--- config.mk ---
export PLATFORM = sky130hd
export DESIGN_NAME = waveform_column_bar_renderer_top
export DESIGN_NICKNAME = d
export VERILOG_FILES = /design/src/hw/rtl/wcbr_pkg.sv /design/src/hw/rtl/waveform_column_bar_renderer_top.sv /design/src/hw/rtl/wcbr_div.sv /design/src/hw/rtl/wcbr_dp.sv /design/src/hw/rtl/wcbr_ctrl.sv
export VERILOG_INCLUDE_DIRS = /design/src /design/src/hw/rtl
export SDC_FILE = /design/constraint.sdc
export NUM_CORES = 2
export LEC_CHECK = 0
export ABC_AREA = 0
export BUFFER_PORTS_ARGS = -buffer_cell sky130_fd_sc_hd__buf_4
export CAP_MARGIN = 20
export CORE_MARGIN = 1.5
export CORE_UTILIZATION = 40
export CTS_CLUSTER_SIZE = 20
export DETAILED_ROUTE_END_ITERATION = 7
export PLACE_DENSITY = 0.55
export SYNTH_ARGS = -nofsm -noshare
export SYNTH_HDL_FRONTEND = slang
export SYNTH_SLANG_ARGS = --single-unit
--- constraint.sdc ---
create_clock -name clk_i -period 20.2 [get_ports clk_i]
set_input_delay 1.01 -clock clk_i [delete_from_list [all_inputs] [get_ports clk_i]]
set_output_delay 1.01 -clock clk_i [all_outputs]
set_load 0.03 [all_outputs]
--- src/hw/rtl/waveform_column_bar_renderer_top_defines.svh ---
// Assertion macros shared by the renderer's checking code.
`ifndef WAVEFORM_COLUMN_BAR_RENDERER_TOP_DEFINES_SVH
`define WAVEFORM_COLUMN_BAR_RENDERER_TOP_DEFINES_SVH

// Same-cycle implication, sampled on clk_i, quiet while in reset.
`define WCBR_ASSERT_NOW(lbl, ante, cons) \
  lbl: assert property (@(posedge clk_i) disable iff (!rst_ni) (ante) |-> (cons)) \
    else $error("wcbr check failed");

// Next-cycle implication, sampled on clk_i, quiet while in reset.
`define WCBR_ASSERT_NEXT(lbl, ante, cons) \
  lbl: assert property (@(posedge clk_i) disable iff (!rst_ni) (ante) |=> (cons)) \
    else $error("wcbr check failed");

`endif

--- src/hw/rtl/wcbr_pkg.sv ---
// Shared constants, register indexes and controller/datapath bundles.
`default_nettype none

package wcbr_pkg;

  // Display geometry
  localparam int unsigned DISPLAY_HEIGHT = 8;
  localparam int unsigned DISPLAY_WIDTH  = 16;
  localparam int unsigned HALF_HEIGHT    = DISPLAY_HEIGHT / 2;

  // Field widths
  localparam int unsigned COL_W  = 4;
  localparam int unsigned ROW_W  = 3;
  localparam int unsigned PIX_W  = 8;
  localparam int unsigned PEAK_W = 32;
  localparam int unsigned SPAN_W = 31;
  localparam int unsigned CFG_W  = 32;
  localparam int unsigned IDX_W  = 3;

  // Internal widths: column compares, row coordinate, divider
  localparam int unsigned CMP_W     = 10;
  localparam int unsigned Y_W       = 8;
  localparam int unsigned DIFF_W    = PEAK_W + 1;
  localparam int unsigned FRAC_W    = 24;
  localparam int unsigned DVD_W     = DIFF_W + FRAC_W;
  localparam int unsigned DIV_STEPS = DVD_W;
  localparam int unsigned CNT_W     = $clog2(DIV_STEPS);

  // One display row and half a row in position units
  localparam logic [PEAK_W-1:0] ROW_ONE  = 32'd16777216;
  localparam logic [PEAK_W-1:0] ROW_HALF = 32'd8388608;

  // Brightness levels
  localparam logic [8:0] BRIGHT_COLOUR = 9'd256;
  localparam logic [8:0] BRIGHT_MONO   = 9'd128;

  // Configuration register indexes
  localparam logic [IDX_W-1:0] REG_CENTRE = 3'd0;
  localparam logic [IDX_W-1:0] REG_SPAN   = 3'd1;
  localparam logic [IDX_W-1:0] REG_COLOUR = 3'd2;
  localparam logic [IDX_W-1:0] REG_RED    = 3'd3;
  localparam logic [IDX_W-1:0] REG_GREEN  = 3'd4;
  localparam logic [IDX_W-1:0] REG_BLUE   = 3'd5;
  localparam logic [IDX_W-1:0] REG_MIRROR = 3'd6;

  // Controller to datapath
  typedef struct packed {
    logic load;
    logic div_step;
    logic adjust;
    logic bounds;
    logic amt;
    logic emit;
  } wcbr_cmd_t;

  // Datapath to controller
  typedef struct packed {
    logic in_ok;
    logic no_rows;
    logic last;
    logic out_free;
  } wcbr_sts_t;

endpackage

`default_nettype wire

--- src/hw/rtl/waveform_column_bar_renderer_top.sv ---
// Flow: a drawable column beat loads the 57-step serial divider pair; then the
// bar is widened if thin, its rows are clipped to the display, and each row
// passes an amount state and a pixel state, the pixel state holding while the
// output stalls. A bar that covers no row emits nothing; the input reopens
// after the last row. An invalid or off-display beat is taken and dropped.
// Reset: config registers return to defaults, controller idles, output empty.
`default_nettype none
`include "waveform_column_bar_renderer_top_defines.svh"

module waveform_column_bar_renderer_top import wcbr_pkg::*; (
  input  wire logic                     clk_i,
  input  wire logic                     rst_ni,
  input  wire logic                     cfg_we_i,
  input  wire logic [IDX_W-1:0]         cfg_idx_i,
  input  wire logic [CFG_W-1:0]         cfg_wdata_i,
  input  wire logic                     in_valid_i,
  output logic                          in_stall_o,
  input  wire logic [COL_W-1:0]         column_i,
  input  wire logic                     column_valid_i,
  input  wire logic signed [PEAK_W-1:0] peak_min_i,
  input  wire logic signed [PEAK_W-1:0] peak_max_i,
  output logic                          out_valid_o,
  input  wire logic                     out_stall_i,
  output logic [COL_W-1:0]              out_column_o,
  output logic [ROW_W-1:0]              out_row_o,
  output logic [PIX_W-1:0]              pixel_red_o,
  output logic [PIX_W-1:0]              pixel_green_o,
  output logic [PIX_W-1:0]              pixel_blue_o,
  output logic                          last_row_o
);

  wcbr_cmd_t cmd;
  wcbr_sts_t sts;

  wcbr_ctrl u_ctrl (
    .clk_i      (clk_i),
    .rst_ni     (rst_ni),
    .in_valid_i (in_valid_i),
    .in_stall_o (in_stall_o),
    .sts_i      (sts),
    .cmd_o      (cmd)
  );

  wcbr_dp u_dp (
    .clk_i          (clk_i),
    .rst_ni         (rst_ni),
    .cfg_we_i       (cfg_we_i),
    .cfg_idx_i      (cfg_idx_i),
    .cfg_wdata_i    (cfg_wdata_i),
    .column_i       (column_i),
    .column_valid_i (column_valid_i),
    .peak_min_i     (peak_min_i),
    .peak_max_i     (peak_max_i),
    .out_stall_i    (out_stall_i),
    .cmd_i          (cmd),
    .sts_o          (sts),
    .out_valid_o    (out_valid_o),
    .out_column_o   (out_column_o),
    .out_row_o      (out_row_o),
    .pixel_red_o    (pixel_red_o),
    .pixel_green_o  (pixel_green_o),
    .pixel_blue_o   (pixel_blue_o),
    .last_row_o     (last_row_o)
  );

  // A drawable column beat closes the input until its pixels are done
  `WCBR_ASSERT_NEXT(a_busy_after_take, in_valid_i && !in_stall_o && sts.in_ok, in_stall_o)

  // An emitted pixel shows up on the output next cycle
  `WCBR_ASSERT_NEXT(a_emit_shows, cmd.emit, out_valid_o)

  // The last row of a column reopens the input
  `WCBR_ASSERT_NEXT(a_last_reopens, cmd.emit && sts.last, !in_stall_o)

  // Datapath commands other than divider steps never overlap
  `WCBR_ASSERT_NOW(a_cmd_exclusive, 1'b1,
                   $onehot0({cmd.load, cmd.adjust, cmd.bounds, cmd.amt, cmd.emit}))

endmodule

`default_nettype wire

--- src/hw/rtl/wcbr_div.sv ---
// Bit-serial restoring divider for one peak position.
`default_nettype none

module wcbr_div import wcbr_pkg::*; (
  input  wire logic                     clk_i,
  input  wire logic                     load_i,
  input  wire logic                     step_i,
  input  wire logic signed [DIFF_W-1:0] diff_i,
  input  wire logic [SPAN_W-1:0]        span_i,
  output logic [PEAK_W-1:0]             quot_o
);

  logic [SPAN_W-1:0] rem_q, rem_d;
  logic [DVD_W-1:0]  quo_q, quo_d;
  logic              neg_q, neg_d;
  logic [DIFF_W-1:0] mag;
  logic [SPAN_W:0]   trial;
  logic [SPAN_W:0]   trial_sub;
  logic              ge;

  // Magnitude of the difference; the load scales it by one row
  assign mag = diff_i[DIFF_W-1] ? DIFF_W'(-diff_i) : DIFF_W'(diff_i);

  // Shift in one dividend bit and try the divisor
  assign trial     = {rem_q, quo_q[DVD_W-1]};
  assign ge        = trial >= {1'b0, span_i};
  assign trial_sub = trial - {1'b0, span_i};

  always_comb begin
    rem_d = rem_q;
    quo_d = quo_q;
    neg_d = neg_q;
    if (load_i) begin
      rem_d = '0;
      quo_d = {mag, {FRAC_W{1'b0}}};
      neg_d = diff_i[DIFF_W-1];
    end else if (step_i) begin
      rem_d = ge ? trial_sub[SPAN_W-1:0] : trial[SPAN_W-1:0];
      quo_d = {quo_q[DVD_W-2:0], ge};
    end
  end

  always_ff @(posedge clk_i) begin
    rem_q <= rem_d;
    quo_q <= quo_d;
    neg_q <= neg_d;
  end

  // Restore the sign; keep the low word with wrap
  assign quot_o = neg_q ? PEAK_W'(-quo_q[PEAK_W-1:0]) : quo_q[PEAK_W-1:0];

endmodule

`default_nettype wire

--- src/hw/rtl/wcbr_dp.sv ---
// Datapath: config registers, two dividers, bar bounds and pixel shading.
`default_nettype none

module wcbr_dp import wcbr_pkg::*; (
  input  wire logic                     clk_i,
  input  wire logic                     rst_ni,
  input  wire logic                     cfg_we_i,
  input  wire logic [IDX_W-1:0]         cfg_idx_i,
  input  wire logic [CFG_W-1:0]         cfg_wdata_i,
  input  wire logic [COL_W-1:0]         column_i,
  input  wire logic                     column_valid_i,
  input  wire logic signed [PEAK_W-1:0] peak_min_i,
  input  wire logic signed [PEAK_W-1:0] peak_max_i,
  input  wire logic                     out_stall_i,
  input  wire wcbr_cmd_t                cmd_i,
  output wcbr_sts_t                     sts_o,
  output logic                          out_valid_o,
  output logic [COL_W-1:0]              out_column_o,
  output logic [ROW_W-1:0]              out_row_o,
  output logic [PIX_W-1:0]              pixel_red_o,
  output logic [PIX_W-1:0]              pixel_green_o,
  output logic [PIX_W-1:0]              pixel_blue_o,
  output logic                          last_row_o
);

  localparam logic [CMP_W-1:0]      LAST_COL = CMP_W'(DISPLAY_WIDTH - 1);
  localparam logic [CMP_W-1:0]      NUM_COLS = CMP_W'(DISPLAY_WIDTH);
  localparam logic signed [Y_W-1:0] Y_MIN    = -Y_W'(HALF_HEIGHT);
  localparam logic signed [Y_W:0]   Y_LIMIT  = (Y_W + 1)'(HALF_HEIGHT);

  // Configuration registers
  logic signed [PEAK_W-1:0] centre_q;
  logic [SPAN_W-1:0]        span_q;
  logic                     colour_q;
  logic [PIX_W-1:0]         red_q, green_q, blue_q;
  logic                     mirror_q;

  always_ff @(posedge clk_i or negedge rst_ni) begin
    if (!rst_ni) begin
      centre_q <= '0;
      span_q   <= SPAN_W'(ROW_ONE);
      colour_q <= 1'b0;
      red_q    <= '1;
      green_q  <= '1;
      blue_q   <= '1;
      mirror_q <= 1'b0;
    end else if (cfg_we_i) begin
      unique case (cfg_idx_i)
        REG_CENTRE: centre_q <= $signed(cfg_wdata_i);
        REG_SPAN:   span_q   <= cfg_wdata_i[SPAN_W-1:0];
        REG_COLOUR: colour_q <= cfg_wdata_i[0];
        REG_RED:    red_q    <= cfg_wdata_i[PIX_W-1:0];
        REG_GREEN:  green_q  <= cfg_wdata_i[PIX_W-1:0];
        REG_BLUE:   blue_q   <= cfg_wdata_i[PIX_W-1:0];
        REG_MIRROR: mirror_q <= cfg_wdata_i[0];
        default: ;
      endcase
    end
  end

  // Map the column and check it lands on the display
  logic [CMP_W-1:0] col_in, col_map;
  logic             col_ok;

  always_comb begin
    col_in  = CMP_W'(column_i);
    col_map = col_in;
    col_ok  = column_valid_i;
    if (mirror_q) begin
      if (col_in > LAST_COL) col_ok = 1'b0;
      col_map = LAST_COL - col_in;
    end
    if (col_map >= NUM_COLS) col_ok = 1'b0;
  end

  logic [COL_W-1:0] col_q;

  always_ff @(posedge clk_i) begin
    if (cmd_i.load) col_q <= col_map[COL_W-1:0];
  end

  // Peak offsets from the centre and the divisor
  logic signed [DIFF_W-1:0] diff_lo, diff_hi;
  logic [SPAN_W-1:0]        span_eff;
  logic [PEAK_W-1:0]        quot_lo, quot_hi;

  assign diff_lo  = {peak_min_i[PEAK_W-1], peak_min_i} - {centre_q[PEAK_W-1], centre_q};
  assign diff_hi  = {peak_max_i[PEAK_W-1], peak_max_i} - {centre_q[PEAK_W-1], centre_q};
  assign span_eff = (span_q == '0) ? SPAN_W'(1) : span_q;

  wcbr_div u_div_lo (
    .clk_i  (clk_i),
    .load_i (cmd_i.load),
    .step_i (cmd_i.div_step),
    .diff_i (diff_lo),
    .span_i (span_eff),
    .quot_o (quot_lo)
  );

  wcbr_div u_div_hi (
    .clk_i  (clk_i),
    .load_i (cmd_i.load),
    .step_i (cmd_i.div_step),
    .diff_i (diff_hi),
    .span_i (span_eff),
    .quot_o (quot_hi)
  );

  // Widen a bar thinner than one row about its midpoint
  logic [PEAK_W-1:0] span_hl, mid;
  logic              narrow;
  logic [PEAK_W-1:0] lo_q, hi_q;

  assign span_hl = quot_hi - quot_lo;
  assign narrow  = $signed(span_hl) < $signed(ROW_ONE);
  assign mid     = PEAK_W'($signed(quot_hi) >>> 1) + PEAK_W'($signed(quot_lo) >>> 1);

  always_ff @(posedge clk_i) begin
    if (cmd_i.adjust) begin
      lo_q <= narrow ? (mid - ROW_HALF) : quot_lo;
      hi_q <= narrow ? (mid + ROW_HALF) : quot_hi;
    end
  end

  // Row range clipped to the display
  logic signed [Y_W-1:0] ylo, yhi;
  logic signed [Y_W:0]   yhi_nx;
  logic signed [Y_W-1:0] ylo_q, yhi_q, y_q;
  logic signed [Y_W:0]   ystop_q;
  logic signed [Y_W:0]   y_nx;

  assign ylo    = $signed(lo_q[PEAK_W-1:PEAK_W-Y_W]);
  assign yhi    = $signed(hi_q[PEAK_W-1:PEAK_W-Y_W]);
  assign yhi_nx = {yhi[Y_W-1], yhi} + (Y_W + 1)'(1);
  assign y_nx   = {y_q[Y_W-1], y_q} + (Y_W + 1)'(1);

  always_ff @(posedge clk_i) begin
    if (cmd_i.bounds) begin
      ylo_q   <= ylo;
      yhi_q   <= yhi;
      y_q     <= (ylo > Y_MIN) ? ylo : Y_MIN;
      ystop_q <= (yhi_nx < Y_LIMIT) ? yhi_nx : Y_LIMIT;
    end else if (cmd_i.emit) begin
      y_q <= y_nx[Y_W-1:0];
    end
  end

  // Edge-weighted amount for the current row, then squared
  logic [PIX_W-1:0] flo, fhi;
  logic [8:0]       b_lvl, wlo, whi, amount;
  logic [17:0]      amt_sq;
  logic [8:0]       v_q;

  assign flo   = lo_q[FRAC_W-1:FRAC_W-PIX_W];
  assign fhi   = hi_q[FRAC_W-1:FRAC_W-PIX_W];
  assign b_lvl = colour_q ? BRIGHT_COLOUR : BRIGHT_MONO;
  assign wlo   = colour_q ? {1'b0, flo} : {2'b00, flo[PIX_W-1:1]};
  assign whi   = colour_q ? {1'b0, fhi} : {2'b00, fhi[PIX_W-1:1]};

  always_comb begin
    if (y_q == ylo_q) begin
      amount = b_lvl - wlo;
    end else if (y_q < yhi_q) begin
      amount = b_lvl;
    end else begin
      amount = whi;
    end
  end

  assign amt_sq = amount * amount;

  always_ff @(posedge clk_i) begin
    if (cmd_i.amt) v_q <= amt_sq[16:8];
  end

  // Tint (in colour mode) and load the output register
  logic [16:0]      prod_r, prod_g, prod_b;
  logic [Y_W-1:0]   row_full;
  logic             out_valid_q;
  logic [COL_W-1:0] out_col_q;
  logic [ROW_W-1:0] out_row_q;
  logic [PIX_W-1:0] red_o_q, green_o_q, blue_o_q;
  logic             last_q;

  assign prod_r   = v_q * red_q;
  assign prod_g   = v_q * green_q;
  assign prod_b   = v_q * blue_q;
  assign row_full = y_q + Y_W'(HALF_HEIGHT);

  always_ff @(posedge clk_i or negedge rst_ni) begin
    if (!rst_ni) begin
      out_valid_q <= 1'b0;
    end else if (cmd_i.emit) begin
      out_valid_q <= 1'b1;
    end else if (!out_stall_i) begin
      out_valid_q <= 1'b0;
    end
  end

  always_ff @(posedge clk_i) begin
    if (cmd_i.emit) begin
      out_col_q <= col_q;
      out_row_q <= row_full[ROW_W-1:0];
      red_o_q   <= colour_q ? prod_r[15:8] : v_q[PIX_W-1:0];
      green_o_q <= colour_q ? prod_g[15:8] : v_q[PIX_W-1:0];
      blue_o_q  <= colour_q ? prod_b[15:8] : v_q[PIX_W-1:0];
      last_q    <= (y_nx == ystop_q);
    end
  end

  assign out_valid_o   = out_valid_q;
  assign out_column_o  = out_col_q;
  assign out_row_o     = out_row_q;
  assign pixel_red_o   = red_o_q;
  assign pixel_green_o = green_o_q;
  assign pixel_blue_o  = blue_o_q;
  assign last_row_o    = last_q;

  // Status back to the controller
  assign sts_o.in_ok    = col_ok;
  assign sts_o.no_rows  = $signed({y_q[Y_W-1], y_q}) >= ystop_q;
  assign sts_o.last     = (y_nx == ystop_q);
  assign sts_o.out_free = !out_valid_q || !out_stall_i;

endmodule

`default_nettype wire

--- src/hw/rtl/wcbr_ctrl.sv ---
// Controller: sequences division, bar setup and one pixel per row.
`default_nettype none

module wcbr_ctrl import wcbr_pkg::*; (
  input  wire logic      clk_i,
  input  wire logic      rst_ni,
  input  wire logic      in_valid_i,
  output logic           in_stall_o,
  input  wire wcbr_sts_t sts_i,
  output wcbr_cmd_t      cmd_o
);

  localparam logic [2:0] S_IDLE = 3'd0;
  localparam logic [2:0] S_DIV  = 3'd1;
  localparam logic [2:0] S_ADJ  = 3'd2;
  localparam logic [2:0] S_BND  = 3'd3;
  localparam logic [2:0] S_AMT  = 3'd4;
  localparam logic [2:0] S_PIX  = 3'd5;

  logic [2:0]       state_q, state_d;
  logic [CNT_W-1:0] cnt_q, cnt_d;

  always_comb begin
    state_d    = state_q;
    cnt_d      = cnt_q;
    cmd_o      = '0;
    in_stall_o = 1'b1;
    unique case (state_q)
      S_IDLE: begin
        in_stall_o = 1'b0;
        // Take a beat; drop it here if it draws nothing
        if (in_valid_i && sts_i.in_ok) begin
          cmd_o.load = 1'b1;
          cnt_d      = '0;
          state_d    = S_DIV;
        end
      end
      S_DIV: begin
        cmd_o.div_step = 1'b1;
        cnt_d          = cnt_q + CNT_W'(1);
        if (cnt_q == CNT_W'(DIV_STEPS - 1)) state_d = S_ADJ;
      end
      S_ADJ: begin
        cmd_o.adjust = 1'b1;
        state_d      = S_BND;
      end
      S_BND: begin
        cmd_o.bounds = 1'b1;
        state_d      = S_AMT;
      end
      S_AMT: begin
        if (sts_i.no_rows) begin
          state_d = S_IDLE;
        end else begin
          cmd_o.amt = 1'b1;
          state_d   = S_PIX;
        end
      end
      S_PIX: begin
        // Hold until the output register can take the beat
        if (sts_i.out_free) begin
          cmd_o.emit = 1'b1;
          state_d    = sts_i.last ? S_IDLE : S_AMT;
        end
      end
      default: state_d = S_IDLE;
    endcase
  end

  always_ff @(posedge clk_i or negedge rst_ni) begin
    if (!rst_ni) begin
      state_q <= S_IDLE;
      cnt_q   <= '0;
    end else begin
      state_q <= state_d;
      cnt_q   <= cnt_d;
    end
  end

endmodule

`default_nettype wire
==> impl_metrics.csv <==
group,metric,value,unit
clock_network,cts_hold_buffers,0,
timing,finalHoldViolations,0,
clock_network,cts.path.max_buffers,3,
die,dieArea,0.09247,mm2
timing,relSlewSlack,31.69,%
synthesis,yosysTopAreaCellShare,14.74,%
synthesis,ys_seq_area_share,27.73,%
timing,tightest_slew,1.025,ns
clock_network,root_buffer,"clkbuf_16",
timing,setup_viol,0,
worst_setup_path,cp-start-kind,"flip-flop",
finish,nets,4850,
synthesis,synth.avg_cell_area,8.656,um2
power,power_density,172.4,mW/mm2
synthesis,ys_warn_count,0,
die,start_util,40.35,%
outcome,status,"finished, final reports clean",
power,vdd_drop_max,97.39,uV
clock_network,clkSinkCount,387,
worst_setup_path,crit_arrival,7.93,ns
drt,wirelength,100200,um
finish,drive_above_1_share,9.017,%
drt,wl_per_cell,18.36,um
synthesis,ys_types,104,
drt,drt_iter0_drc,1672,
timing,rsz0062_at_grt,"false",
min_path,hp-class,"reg2reg",
worst_setup_path,worst-path-buf-inv,4,
timing,finalClockSkew,0.03259,ns
drt,dr_total_vias,29550,
die,coreArea,0.08987,mm2
synthesis,synth_enable_flop_cells,178,
synthesis,syn_inst,4189,
placement,dp_hpwl,76880,um
synthesis,synth_commonest_cells,"nand2_1 (511), inv_1 (407), ha_1 (341), o21ai_0 (341), xnor2_1 (208)",
timing,slew_viol_final,0,
clock_network,post-cts-setup-buffers,0,
grt,gr-usage-all-layers,21.35,%
synthesis,synth.largest_area_cell,"edfxtp_1",
clock_network,cts_tree,"done",
worst_setup_path,cp.required,20.68,ns
die,fp-row-count,110,
power,finalPower,6.894,mW
drt,drc,0,
worst_setup_path,cp_max_fo,44,
synthesis,async_flop_share,25.58,%
placement,port_buffers,142,
die,fp.dieW,304.1,um
clock_network,clk_pin_slew,0.06,ns
grt,grt_overflow,0,
timing,fin_crit_sh,36.87,%
finish,antenna_cells,0,
power,leakage,17.84,nW
die,io_pins,143,
placement,gp_congestion,0.8976,
synthesis,ys_ff_latch,387,
clock_network,clk_latency,0.62,ns
grt,antenna_found_initial,5,
synthesis,synthTopCellsByArea,"edfxtp_1 (15%), ha_1 (12%), fa_1 (8.7%)",
drt,routed_via_density,5.415,
finish,syn_to_final_growth,10.30,%
flow_run,cap_violations,0,
grt,grt_max_degree,93,
clock_network,cts_resized,0,
synthesis,synth_flop_cell,"edfxtp_1",
worst_setup_path,cpMaxStageDelayCell,"dfrtp_2",
timing,setup_tns,0,ns
worst_setup_path,crit_chain,"clkinv_1 > a21oi_1 > nand2_1 > or4_1 > a32oi_1 > nor2_1 > a21oi_1 > nor2_1 > ha_1 > xnor2_1 > fa_1 > inv_1 > fa_1 > inv_1 > fa_1 > inv_1 > ha_1 > nor2_1 > nand2_1 > o221ai_1 > o21ai_1 > a2111o_1 > nand3_1",
worst_setup_path,max_stage_delay,0.89,ns
grt,grt_pass1_vias,28560,
drt,ant_nets,0,
clock_network,cts_buffers,46,
grt,grt_first_pass_wirelength,158900,um
worst_setup_path,path_class,"reg2reg",
die,die_y,304.1,um
drt,drt_pass1_iterations,5,
synthesis,netlist_area,0.03626,mm2
timing,min_period,7.448,ns
timing,max_freq,134.3,MHz
worst_setup_path,endpoint_kind,"flip-flop",
synthesis,yosysMostFrequentCell,"nand2_1",
clock_network,h-tree-depth,2,
worst_setup_path,critical-path-top-delay-family,"compound AO/OA/AOI/OAI gates",
==> per-stage QoR <==
step,instances,hold slack (ns),utilization (%),setup slack (ns),cell area [um2]
finish,5457,0.4183,44.50,12.75,40000
global route,5457,0.4320,44.50,12.19,40000
CTS,5455,0.4200,44.49,12.79,39990
detailed placement,5369,0.4063,42.79,12.81,38450
global placement,5369,0.4033,42.79,12.94,38450
floorplan,4192,0.4003,-,13.51,36270
==> final timing paths <==
check	start	end	slack [ns]	depth (start not counted)
max in group asynchronous	rst_ni	u_ctrl.state_q[2]	18.54	2
hold reg to reg	u_dp.col_q[3]	u_dp.out_column_o[3]	0.42	0
min in group asynchronous	rst_ni	u_dp.centre_q[31]	0.43	1
setup reg to reg	u_dp.colour_q	u_dp.v_q[8]	12.75	23
hold / removal	u_dp.col_q[3]	u_dp.out_column_o[3]	0.42	0
setup / recovery	u_dp.colour_q	u_dp.v_q[8]	12.75	23
==> state kept, by name, summed over array words and instances (netlist names), 6 cells and up <==
register	count
u_dp.y_q	8
u_dp.yhi_q	8
u_dp.pixel_blue_o	8
u_dp.ylo_q	8
u_dp.u_div_lo.quo_q	57
u_dp.blue_q	8
u_dp.u_div_lo.rem_q	31
u_dp.ystop_q	9
u_dp.span_q	31
u_dp.red_q	8
u_dp.u_div_hi.rem_q	31
u_dp.v_q	9
u_dp.green_q	8
u_dp.pixel_red_o	8
u_ctrl.cnt_q	6
u_dp.centre_q	32
u_dp.hi_q	16
u_dp.pixel_green_o	8
u_dp.lo_q	16
u_dp.u_div_hi.quo_q	57
==> per-layer routing <==
metal | GRT usage [%] | vias to the layer above | share of wire, % | wire length (um)
met3 | 3.426 | 109 | 5.0 | 4971
li1 | - | 14700 | - | -
met5 | 0 | - | 0.062 | 62
met2 | 35.16 | 541 | 46 | 46010
met1 | 29.45 | 14190 | 47 | 47280
met4 | 4.558 | 10 | 1.9 | 1870
==> final cells by class <==
| type | count | area [um2] |
|---|---|---|
| Timing Repair Buffer | 173 | 1294 |
| Clock inverter | 29 | 269.0 |
| Fill cell | 8890 | 49880 |
| Clock buffer | 57 | 1265 |
| Multi-Input combinational cell | 3223 | 24090 |
| Tap cell | 1176 | 1471 |
| Inverter | 412 | 1546 |
| Sequential cell | 387 | 10060 |
==> layout by cell type, fill, tap and decap left out, types with 26 or more instances in the layout <==
cell type  Yosys  layout
nand2_1      511     511
inv_1        407     406
o21ai_0      341     341
ha_1         341     341
xnor2_1      208     208
a21oi_1      206     204
nor2_1       181     180
edfxtp_1     178     178
buf_4          0     171
fa_1         157     157
nand3_1      148     147
and2_1       118     118
xor2_1       116     116
dfxtp_1      110     110
a21o_1        96      96
dfrtp_1       74      73
nor3_1        71      70
mux2i_1       66      66
clkbuf_16      0      48
mux2_2        43      43
nor4_1        41      41
nor2b_1       37      36
o31ai_1       36      36
a31oi_1       37      35
nand2b_1      35      34
o21a_1        29      29
a211oi_1      26      26
==> logic make-up (layout without fill, tap and decap cells) <==
logic type | after synthesis | count (layout) | synth area share [%]
AND/OR/NAND/NOR | 1290 | 1290 | 17.07
AO/OA/AOI/OAI | 986 | 986 | 17.28
buffers and inverters | 582 | 671 | 6.063
adder cells (fa/ha/maj) | 498 | 498 | 20.43
flip-flops | 387 | 387 | 27.73
XOR/XNOR | 324 | 324 | 7.826
multiplexers | 120 | 120 | 3.582
other | 2 | 5 | 0.02071
==> report_power, final <==
group | switching (mW) | leakage, nW | total (mW) | internal [mW]
clock network | 0.364 | 0.741 | 0.852 | 0.488
registers | 0.226 | 3.83 | 1.45 | 1.22
logic | 2.69 | 13.3 | 4.59 | 1.90
Note: power is estimated with default switching activity, not from simulation.
